--- src/rtl/assert_macros.svh ---
// Assertion helpers for the RTL.
`ifndef ASSERT_MACROS_SVH
`define ASSERT_MACROS_SVH

`define ASSERT_CLK(label, clk, rst, prop) \
   label: assert property (@(posedge clk) disable iff (rst) prop) \
      else $error("RTL assertion failed");

`define ASSERT_IMPLIES(label, clk, rst, ante, cons) \
   `ASSERT_CLK(label, clk, rst, (ante) |-> (cons))

`endif

--- src/rtl/pcdb_pkg.sv ---
package pcdb_pkg;

   localparam int ACC_WIDTH        = 32;
   localparam int BYTES_PER_SAMPLE = 8;
   localparam int PDM_W            = 64;
   localparam int PCM_W            = 16;

   typedef logic [ACC_WIDTH-1:0] acc_type;
   typedef logic [3:0]           ones_type;

   localparam int D1_W = 7;
   localparam int D2_W = 9;
   localparam int D3_W = 10;

   typedef struct packed {
      logic [D3_W-1:0] d3;
      logic [D2_W-1:0] d2;
      logic [D1_W-1:0] d1;
   } incr_type;

   localparam int BYTE_ORDER [BYTES_PER_SAMPLE] = '{3, 2, 1, 0, 7, 6, 5, 4};
   localparam int W2 [BYTES_PER_SAMPLE] = '{8, 7, 6, 5, 4, 3, 2, 1};
   localparam int W3 [BYTES_PER_SAMPLE] = '{36, 28, 21, 15, 10, 6, 3, 1};

   localparam acc_type I2_FROM_I1 = acc_type'(BYTES_PER_SAMPLE);
   localparam acc_type I3_FROM_I2 = acc_type'(BYTES_PER_SAMPLE);
   localparam acc_type I3_FROM_I1 = acc_type'(BYTES_PER_SAMPLE * (BYTES_PER_SAMPLE + 1) / 2);

   localparam int      BLOCK_SHIFT = 6;
   localparam acc_type BLOCK_GAIN  = acc_type'(63);
   localparam acc_type BLOCK_BIAS  = acc_type'((1 << BLOCK_SHIFT) - 1);

   localparam int QDEPTH = 2;
   localparam int QPTR_W = 1;
   localparam int QCNT_W = 2;

   typedef struct packed {
      logic     valid;
      incr_type incr;
   } q_word_type;

   typedef struct packed {
      logic [QCNT_W-1:0] count;
   } q_stat_type;

   function automatic ones_type ones_count(input logic [7:0] b);
      ones_type n;
      n = '0;
      for (int i = 0; i < 8; i++) begin
         n = n + ones_type'(b[i]);
      end
      return n;
   endfunction

endpackage

--- src/rtl/pcdb_if.sv ---
interface pcdb_req_if;
   import pcdb_pkg::*;
   logic             valid;
   logic             ready;
   logic [PDM_W-1:0] pdm_word;
   modport source (output valid, output pdm_word, input ready);
   modport sink (input valid, input pdm_word, output ready);
endinterface

interface pcdb_rsp_if;
   import pcdb_pkg::*;
   logic                    valid;
   logic                    ready;
   logic signed [PCM_W-1:0] pcm_sample;
   modport source (output valid, output pcm_sample, input ready);
   modport sink (input valid, input pcm_sample, output ready);
endinterface

--- src/rtl/pcdb_front.sv ---
module pcdb_front import pcdb_pkg::*; (
   pcdb_req_if.sink   req_if,
   input  logic       push_ready,
   output q_word_type push_word
);

   ones_type cnt [BYTES_PER_SAMPLE];

   // Each beat is reduced to the increments that eight integrator steps add.
   always_comb begin
      for (int k = 0; k < BYTES_PER_SAMPLE; k++) begin
         cnt[k] = ones_count(req_if.pdm_word[BYTE_ORDER[k]*8 +: 8]);
      end
   end

   always_comb begin
      push_word.valid   = req_if.valid;
      push_word.incr.d1 = '0;
      push_word.incr.d2 = '0;
      push_word.incr.d3 = '0;
      for (int k = 0; k < BYTES_PER_SAMPLE; k++) begin
         push_word.incr.d1 = push_word.incr.d1 + D1_W'(cnt[k]);
         push_word.incr.d2 = push_word.incr.d2 + D2_W'(int'(cnt[k]) * W2[k]);
         push_word.incr.d3 = push_word.incr.d3 + D3_W'(int'(cnt[k]) * W3[k]);
      end
   end

   assign req_if.ready = push_ready;

endmodule

--- src/rtl/pcdb_queue.sv ---
module pcdb_queue import pcdb_pkg::*; (
   input  logic       clock,
   input  logic       reset,
   input  q_word_type push_word,
   output logic       push_ready,
   input  logic       pop,
   output q_word_type head,
   output q_stat_type stat
);

   incr_type          mem_ff [QDEPTH];
   logic [QPTR_W-1:0] wr_ptr_ff, wr_ptr_in;
   logic [QPTR_W-1:0] rd_ptr_ff, rd_ptr_in;
   logic [QCNT_W-1:0] count_ff, count_in;
   logic              push;

   assign push_ready = count_ff != QCNT_W'(QDEPTH);
   assign push       = push_word.valid && push_ready;
   assign head.valid = count_ff != '0;
   assign head.incr  = mem_ff[rd_ptr_ff];
   assign stat.count = count_ff;

   always_comb begin
      wr_ptr_in = wr_ptr_ff;
      rd_ptr_in = rd_ptr_ff;
      if (push) begin
         wr_ptr_in = (wr_ptr_ff == QPTR_W'(QDEPTH - 1)) ? '0 : wr_ptr_ff + 1'b1;
      end
      if (pop) begin
         rd_ptr_in = (rd_ptr_ff == QPTR_W'(QDEPTH - 1)) ? '0 : rd_ptr_ff + 1'b1;
      end
      count_in = count_ff + QCNT_W'(push) - QCNT_W'(pop);
   end

   always_ff @(posedge clock) begin
      if (reset) begin
         wr_ptr_ff <= '0;
         rd_ptr_ff <= '0;
         count_ff  <= '0;
      end else begin
         wr_ptr_ff <= wr_ptr_in;
         rd_ptr_ff <= rd_ptr_in;
         count_ff  <= count_in;
      end
   end

   always_ff @(posedge clock) begin
      if (push) begin
         mem_ff[wr_ptr_ff] <= push_word.incr;
      end
   end

endmodule

--- src/rtl/pcdb_back.sv ---
module pcdb_back import pcdb_pkg::*; (
   input  logic       clock,
   input  logic       reset,
   input  q_word_type head,
   output logic       pop,
   pcdb_rsp_if.source rsp_if
);

   acc_type i1_ff, i1_in, i2_ff, i2_in, i3_ff, i3_in;
   acc_type c1d_ff [2];
   acc_type c2d_ff [2];
   acc_type c3d_ff [2];
   acc_type x_ff, x_in, xprev_ff, y_ff, y_in;
   acc_type c1, c2, s, v, vb;
   logic    s1_valid_ff, s1_valid_in, s2_valid_ff, s2_valid_in;
   logic    rsp_valid_ff, rsp_valid_in;
   logic    advance;

   assign advance = !rsp_valid_ff || rsp_if.ready;
   assign pop     = advance && head.valid;

   always_comb begin
      i1_in = i1_ff + acc_type'(head.incr.d1);
      i2_in = i2_ff + i1_ff * I2_FROM_I1 + acc_type'(head.incr.d2);
      i3_in = i3_ff + i2_ff * I3_FROM_I2 + i1_ff * I3_FROM_I1 + acc_type'(head.incr.d3);
      c1    = i3_ff - c1d_ff[1];
      c2    = c1 - c2d_ff[1];
      x_in  = c2 - c3d_ff[1];
      s     = y_ff + x_ff - xprev_ff;
      v     = s * BLOCK_GAIN;
      // A negative value is biased before the shift so the quotient truncates toward zero.
      vb    = v + (v[ACC_WIDTH-1] ? BLOCK_BIAS : '0);
      y_in  = acc_type'($signed(vb) >>> BLOCK_SHIFT);
      s1_valid_in  = advance ? pop : s1_valid_ff;
      s2_valid_in  = advance ? s1_valid_ff : s2_valid_ff;
      rsp_valid_in = advance ? s2_valid_ff : rsp_valid_ff;
   end

   always_ff @(posedge clock) begin
      if (reset) begin
         i1_ff        <= '0;
         i2_ff        <= '0;
         i3_ff        <= '0;
         c1d_ff       <= '{default: '0};
         c2d_ff       <= '{default: '0};
         c3d_ff       <= '{default: '0};
         x_ff         <= '0;
         xprev_ff     <= '0;
         y_ff         <= '0;
         s1_valid_ff  <= 1'b0;
         s2_valid_ff  <= 1'b0;
         rsp_valid_ff <= 1'b0;
      end else begin
         s1_valid_ff  <= s1_valid_in;
         s2_valid_ff  <= s2_valid_in;
         rsp_valid_ff <= rsp_valid_in;
         if (pop) begin
            i1_ff <= i1_in;
            i2_ff <= i2_in;
            i3_ff <= i3_in;
         end
         if (advance && s1_valid_ff) begin
            c1d_ff[1] <= c1d_ff[0];
            c1d_ff[0] <= i3_ff;
            c2d_ff[1] <= c2d_ff[0];
            c2d_ff[0] <= c1;
            c3d_ff[1] <= c3d_ff[0];
            c3d_ff[0] <= c2;
            x_ff      <= x_in;
         end
         if (advance && s2_valid_ff) begin
            xprev_ff <= x_ff;
            y_ff     <= y_in;
         end
      end
   end

   assign rsp_if.valid      = rsp_valid_ff;
   assign rsp_if.pcm_sample = y_ff[PCM_W-1:0];

endmodule

--- src/rtl/pdm_cic_decimator_dc_block.sv ---
// An accepted beat goes through the queue, integrator, comb and y registers.
// Throughput: one 64-bit word per cycle unless the output stalls, as the DC
// blocker loop closes on y_ff and the eight-byte integrator step is closed-form.
// Reset (synchronous, active high) clears all filter state, the queue and valids.
`include "assert_macros.svh"

module pdm_cic_decimator_dc_block import pcdb_pkg::*; (
   input logic        clock,
   input logic        reset,
   pcdb_req_if.sink   req_if,
   pcdb_rsp_if.source rsp_if
);

   q_word_type push_word;
   q_word_type head;
   q_stat_type stat;
   logic       push_ready;
   logic       pop;

   pcdb_front u_front (
      .req_if     (req_if),
      .push_ready (push_ready),
      .push_word  (push_word)
   );

   pcdb_queue u_queue (
      .clock      (clock),
      .reset      (reset),
      .push_word  (push_word),
      .push_ready (push_ready),
      .pop        (pop),
      .head       (head),
      .stat       (stat)
   );

   pcdb_back u_back (
      .clock  (clock),
      .reset  (reset),
      .head   (head),
      .pop    (pop),
      .rsp_if (rsp_if)
   );

   `ASSERT_CLK(a_queue_bound, clock, reset, stat.count <= QCNT_W'(QDEPTH))
   `ASSERT_IMPLIES(a_pop_nonempty, clock, reset, pop, stat.count != '0)
   `ASSERT_CLK(a_accept_lands, clock, reset, (req_if.valid && req_if.ready) |=> (stat.count != '0))

endmodule
--- src/flat_wrapper.sv ---
// flat-port wrapper written by rule: the top's interface ports become plain ports
module pdm_cic_decimator_dc_block_flat import pcdb_pkg::*;
  (clock, reset, req_if_valid, req_if_pdm_word, req_if_ready, rsp_if_valid, rsp_if_pcm_sample, rsp_if_ready);
  pcdb_req_if req_if_i ();
  pcdb_rsp_if rsp_if_i ();
  input logic clock;
  input logic reset;
  input wire logic [$bits(req_if_i.valid)-1:0] req_if_valid;
  input wire logic [$bits(req_if_i.pdm_word)-1:0] req_if_pdm_word;
  output wire logic [$bits(req_if_i.ready)-1:0] req_if_ready;
  output wire logic [$bits(rsp_if_i.valid)-1:0] rsp_if_valid;
  output wire logic [$bits(rsp_if_i.pcm_sample)-1:0] rsp_if_pcm_sample;
  input wire logic [$bits(rsp_if_i.ready)-1:0] rsp_if_ready;
  assign req_if_i.valid = req_if_valid;
  assign req_if_i.pdm_word = req_if_pdm_word;
  assign req_if_ready = req_if_i.ready;
  assign rsp_if_valid = rsp_if_i.valid;
  assign rsp_if_pcm_sample = rsp_if_i.pcm_sample;
  assign rsp_if_i.ready = rsp_if_ready;
  pdm_cic_decimator_dc_block u_core (.clock(clock), .reset(reset), .req_if(req_if_i), .rsp_if(rsp_if_i));
endmodule
--- config.mk ---
export PLATFORM = sky130hd
export DESIGN_NAME = pdm_cic_decimator_dc_block_flat
export DESIGN_NICKNAME = d
export VERILOG_FILES = /design/src/rtl/pcdb_pkg.sv /design/src/rtl/pcdb_if.sv /design/src/rtl/pcdb_front.sv /design/src/rtl/pcdb_queue.sv /design/src/rtl/pcdb_back.sv /design/src/rtl/pdm_cic_decimator_dc_block.sv /design/src/flat_wrapper.sv
export VERILOG_INCLUDE_DIRS = /design/src /design/src/rtl
export SDC_FILE = /design/constraint.sdc
export NUM_CORES = 2
export LEC_CHECK = 0
export BUFFER_PORTS_ARGS = -buffer_cell sky130_fd_sc_hd__buf_2
export CAP_MARGIN = 25
export CORE_ASPECT_RATIO = 2
export CORE_MARGIN = 8
export CORE_UTILIZATION = 30
export DETAILED_ROUTE_END_ITERATION = 8
export PLACE_DENSITY = 0.4
export REMOVE_ABC_BUFFERS = 1
export SLEW_MARGIN = 15
export SYNTH_ARGS = -nofsm -noshare
export SYNTH_HDL_FRONTEND = slang
export SYNTH_SLANG_ARGS = --single-unit
--- constraint.sdc ---
create_clock -name clock -period 12.4 [get_ports clock]
set_input_delay 0.62 -clock clock [delete_from_list [all_inputs] [get_ports clock]]
set_output_delay 0.62 -clock clock [all_outputs]
set_load 0.05 [all_outputs]
# After elaboration in Yosys (flattened, before gate mapping)
# Memories as Yosys holds them, arrays and structs flattened. A register that Yosys moved wholly into a read port is not among the register bits.
# Cells that the tools add are included.
dict set report word_totals {
  word_cells 140
  n_memories 1
  ram_bits 52
  input_bits 68
  reg_bits 385
  out_inout_bits 18
}
dict set report classes {
  eq_ne 1
  multipliers 13
  add_sub_neg 93
  mux 7
  reduce_logical 7
}
# memory words width rd rd_ports_with_merged_regs write_ports line_no
set memory_table {}
lappend memory_table {u_core.u_queue.mem_ff 2 26 1 1 1 pcdb_queue.sv:11} ;# incr_type mem_ff [QDEPTH];
# operator count
set ops {}
lappend ops {{32-bit adder} 4}
lappend ops {{4-bit by 1-bit adder with 4-bit output} 32}
lappend ops {{32-bit subtractor} 4}
lappend ops {{3-bit by 1-bit adder with 4-bit output} 8}
lappend ops {{32-bit by 10-bit adder with 32-bit output} 1}
lappend ops {{32-bit by 6-bit adder with 32-bit output} 1}
lappend ops {{32-bit by 7-bit adder with 32-bit output} 1}
lappend ops {{32-bit by 9-bit adder with 32-bit output} 1}
lappend ops {{32-bit by 4-bit multiplier with 30-bit output (second input constant)} 1}
lappend ops {{32-bit by 6-bit multiplier with 32-bit output (second input constant)} 1}
lappend ops {{7-bit by 4-bit adder with 7-bit output} 4}
lappend ops {{4-bit by 3-bit multiplier with 7-bit output (second input constant)} 4}
lappend ops {{2-bit by 1-bit adder with 3-bit output} 8}
lappend ops {{4-bit by 2-bit multiplier with 6-bit output (second input constant)} 4}
lappend ops {{10-bit by 8-bit adder with 10-bit output} 2}
lappend ops {{10-bit by 9-bit adder with 10-bit output} 2}
lappend ops {{9-bit by 6-bit adder with 9-bit output} 2}
lappend ops {{1-bit by 1-bit adder with 2-bit output} 8}
lappend ops {{4-bit by 4-bit multiplier with 8-bit output (second input constant)} 2}
lappend ops {{10-bit by 4-bit adder with 10-bit output} 1}
lappend ops {{10-bit by 6-bit adder with 10-bit output} 1}
lappend ops {{10-bit by 7-bit adder with 10-bit output} 1}
lappend ops {{8-bit by 7-bit adder with 9-bit output} 1}
lappend ops {{9-bit by 4-bit adder with 9-bit output} 1}
lappend ops {{other kinds (17)} 26}

# Longest topological paths before layout
dict set report depth {
  word_depth 15
  depth_mapped 45
}

# By module
# From an unflattened synthesis, not the netlist that was laid out.
dict set report unflattened {
  cells_unflattened 4600
  hier_area_um2 38488.2
}
# mod cells_each area_per_inst_um2 seq_area_each_um2 n_inst
set modules_own_cells {}
lappend modules_own_cells {pcdb_back 3847 30190.2 7527.2 1}
lappend modules_own_cells {pcdb_front 644 6169.7 0.0 1}
lappend modules_own_cells {pcdb_queue 109 2128.3 1661.6 1}

# Least setup slack after synthesis
# OpenSTA, ideal clock, no wires.
dict set report synth_path {
  kind {register to register}
  start {reg u_core.u_back.y_ff[5]}
  end {reg u_core.u_back.y_ff[24]}
  t_arrival_ns 8.949
  setup_slack_ns 3.347
  path_stages_with_launch 45
  period_less_slack_ns 9.053
  cell_sequence {dfxtp_1 > inv_1 > fa_1 > inv_1 > ha_1 > o21a_1 > o2111a_1 > a21o_1 > or2_2 > a21oi_1 > nor2b_1 > o21a_1 > o21a_1 > o21a_1 > nor2_1 > o21ai_0 > xor2_1 > xor2_1 > (+9 left out) > a21oi_1 > o21ai_0 > a21o_1 > a21oi_1 > o31ai_1 > a31o_2 > xnor2_1 > inv_2 > ha_1 > a21oi_1 > nor2b_1 > o21ai_0 > nand2b_1 > a21oi_1 > o2bb2ai_2 > nand4b_1 > and3_1 > a2111oi_2}
}
dict set report synth_via {
  elab_chain_len 5
}
# element line_no
set synth_lines {}
lappend synth_lines {{start: declaration} pcdb_back.sv:13} ;# acc_type x_ff, x_in, xprev_ff, y_ff, y_in;
lappend synth_lines {{start signal: assignment} pcdb_back.sv:73} ;# y_ff <= y_in;
lappend synth_lines {{32-bit adder *} pcdb_back.sv:29} ;# s = y_ff + x_ff - xprev_ff;
lappend synth_lines {{32-bit subtractor *} pcdb_back.sv:29}
lappend synth_lines {{32-bit by 6-bit multiplier with 32-bit output *} pcdb_back.sv:30} ;# v = s * BLOCK_GAIN;
lappend synth_lines {{6-bit two-way mux} pcdb_back.sv:32} ;# vb = v + (v[ACC_WIDTH-1] ? BLOCK_BIAS : '0);
lappend synth_lines {{32-bit by 6-bit adder with 32-bit output *} pcdb_back.sv:32}
# Mark *: on every way between the ends. The rest lies on a longest branch, timed or not.
# A chain may end at the register's enable or synchronous reset.

# Worst setup path in the final report
dict set report layout_path {
  start {reg u_core.u_back.y_ff[1]}
  end {reg u_core.u_back.y_ff[24]}
}
# Same word-level chain as after synthesis.

==> impl_metrics.json <==
{
  "die_h_um": 525,
  "critical_path_class": "reg -> reg",
  "setup.worst_path.start_class": "flip-flop",
  "status": "completed",
  "clockBufferDepth": 3,
  "synth.avg_cell_area_um2": 8.38,
  "synth.most_common_cell": "inv_1",
  "fin_crit_sh_pct": 82.4,
  "max-slew-margin-rel_pct": 32.7,
  "ant_nets": 0,
  "track_usage_pct": 14.1,
  "drt_iter0_drc": 840,
  "wl_per_cell_um": 16.1,
  "setup_tns_ns": 0,
  "critPathCaptureType": "flip-flop",
  "arrival_ns": 10.69,
  "post_cts_buffers": 0,
  "critPathMaxStageDelay_ns": 0.59,
  "netlist_area_um2": 38800,
  "grt_max_degree": 172,
  "port_buffers": 85,
  "grt_pass1_vias": 31105,
  "drv_cap": 0,
  "place_ws_ns": 2.03,
  "viasPerCell": 4.66,
  "core_area_um2": 128000,
  "start_util_pct": 30.2,
  "cp_num_buf_inv": 8,
  "synth_cell_type_count": 96,
  "cp_max_fo": 25,
  "ios": 86,
  "tritoncts": "done",
  "yosysWarnings": 0,
  "ys_seq_area_share_pct": 23.7,
  "grt_pass1_wl_mm": 162,
  "min_path_type": "in -> reg",
  "fin_crit_ns": 10.21,
  "fin_nets": 5458,
  "use_met3_pct": 0.865,
  "critPathRequiredTime_ns": 12.87,
  "drt_pass1_iterations": 4,
  "ys_ff_latch": 433,
  "rsz0062_at_grt": "no",
  "drv_slew": 0,
  "wl_mm": 102,
  "rows": 186,
  "synthArstFlopShare_pct": 0,
  "cp_top_family": "compound AO/OA/AOI/OAI gates",
  "setup_viol": 0,
  "fmax_mhz": 97.9,
  "htree_levels": 2,
  "overflow": 0,
  "setup_slack_ns": 2.19,
  "fillers": 13845,
  "clock_skew_ns": 0.0215,
  "synth_edf_count": 52,
  "num_vias": 29658,
  "numCtsBuffers": 45,
  "synth_cells": 4630,
  "clkSinkCount": 433,
  "path_clk_slew_ns": 0.06,
  "synth_top_area_cell": "dfxtp_1",
  "root_buffer": "clkbuf_16",
  "antenna_found_initial": 1,
  "dieArea_um2": 142000,
  "ys_top_cells_by_count": "inv_1 (783), nand2_1 (668), a21oi_1 (506)",
  "synth_top_area_share_pct": 19.7,
  "die_w_um": 270,
  "drive_gt1_share_pct": 5.60,
  "drcViolationCount": 0,
  "cts_hold_buf": 0,
  "critPathSlowestCell": "fa_1",
  "use_met1_pct": 12.3,
  "area_delta_synth_final_pct": 9.58,
  "grt-busiest-layer": "met2",
  "met2_usage_pct": 30.9,
  "crit_top_cell": "a21oi_1",
  "tightest_slew_ns": 1.00,
  "gp_congestion": 0.825,
  "synth-main-ff-cell": "dfxtp_1",
  "clkLatencyLatePin_ns": 0.59,
  "synth.area.top_cells": "dfxtp_1 (20%), fa_1 (16%), ha_1 (14%)",
  "hold_viol": 0,
  "dpl.hpwl_mm": 82.5,
  "cts_resized": 0
}
==> cells in the final DEF, fill, tap and decap left out, types with 38 or more instances in the layout <==
cell type / synthesis / layout
a21o_1: 118 / 118
a21oi_1: 506 / 506
buf_2: 1 / 84
clkbuf_16: 0 / 47
dfxtp_1: 381 / 381
edfxtp_1: 52 / 52
fa_1: 303 / 303
ha_1: 445 / 445
inv_1: 783 / 782
nand2_1: 668 / 666
nand2b_1: 38 / 38
nand3_1: 56 / 56
nor2_1: 165 / 164
nor3_1: 45 / 45
o21a_1: 44 / 44
o21ai_0: 124 / 123
xnor2_1: 197 / 197
xor2_1: 116 / 116
==> layout make-up <==
| type | count | area (um2) | share of cell area (%) |
|---|---|---|---|
| Antenna cell | 1 | 2.50 | 0.00588 |
| Tap cell | 1692 | 2120 | 4.98 |
| Clock inverter | 16 | 198 | 0.465 |
| Clock buffer | 64 | 1320 | 3.11 |
| Multi-Input combinational cell | 3262 | 26100 | 61.3 |
| Inverter | 784 | 2940 | 6.92 |
| Sequential cell | 433 | 9190 | 21.6 |
| Timing Repair Buffer | 116 | 681 | 1.60 |
==> cells by family after synthesis <==
kind of cell | share of synthesized area [%]
adders and majority gates | 30.0
and+or+nand+nor | 13.0
xor gates and xnor gates | 7.12
muxes | 0.983
DFF | 23.7
buffers and inverters | 9.22
AOI/OAI and AO/OA | 16.0
==> per-layer routing <==
layer / wire length (um) / vias to the layer above
met5: 0 / -
met4: 5420 / 0
met3: 1240 / 185
met2: 61500 / 263
met1: 34200 / 14063
li1: - / 15147
==> worst register-to-register path, delay by kind of cell (launching register included) <==
| family | cells | cell delay [ns] |
|---|---|---|
| AO/OA/AOI/OAI | 21 | 3.93 |
| adder cells (fa/ha/maj) | 7 | 3.05 |
| AND/OR/NAND/NOR | 7 | 1.20 |
| buffers and inverters | 8 | 1.04 |
| XOR/XNOR | 3 | 0.52 |
| flip-flops | 1 | 0.36 |
==> registers in the layout (all words and copies together), names as in the netlist, 30 cells and up, named ones only <==
signal                  cells
u_core.u_back.c1d_ff       64
u_core.u_back.c2d_ff       64
u_core.u_back.c3d_ff       64
u_core.u_queue.mem_ff      52
u_core.u_back.i3_ff        32
u_core.u_back.x_ff         32
u_core.u_back.xprev_ff     32
u_core.u_back.i1_ff        30
==> path summary, 6_finish.rpt <==
check	from	endpoint	slack (ns)	cells past startpoint
max	u_core.u_back.y_ff[1]	u_core.u_back.y_ff[24]	2.19	46
min	rsp_if_ready	u_core.u_back.s2_valid_ff	0.36	4
max reg2reg	u_core.u_back.y_ff[1]	u_core.u_back.y_ff[24]	2.19	46
min reg2reg	u_core.u_back.c3d_ff[63]	u_core.u_back.c3d_ff[31]	0.45	2
==> metrics by stage <==
| stage | hold slack, ns | util (%) | instances | cell area (um2) |
|---|---|---|---|---|
| CTS | 0.312 | 33.1 | 6367 | 42500 |
| global placement | 0.436 | 31.9 | 6286 | 41000 |
| finish | 0.364 | 33.1 | 6368 | 42500 |
| floorplan | 0.426 | - | 4479 | 38200 |
| detailed placement | 0.443 | 31.9 | 6287 | 41000 |
| global route | 0.367 | 33.1 | 6368 | 42500 |
Power is left out: the tool's default activity adds up to more than one toggle a clock period on the data nets, which glitch-free logic cannot reach.
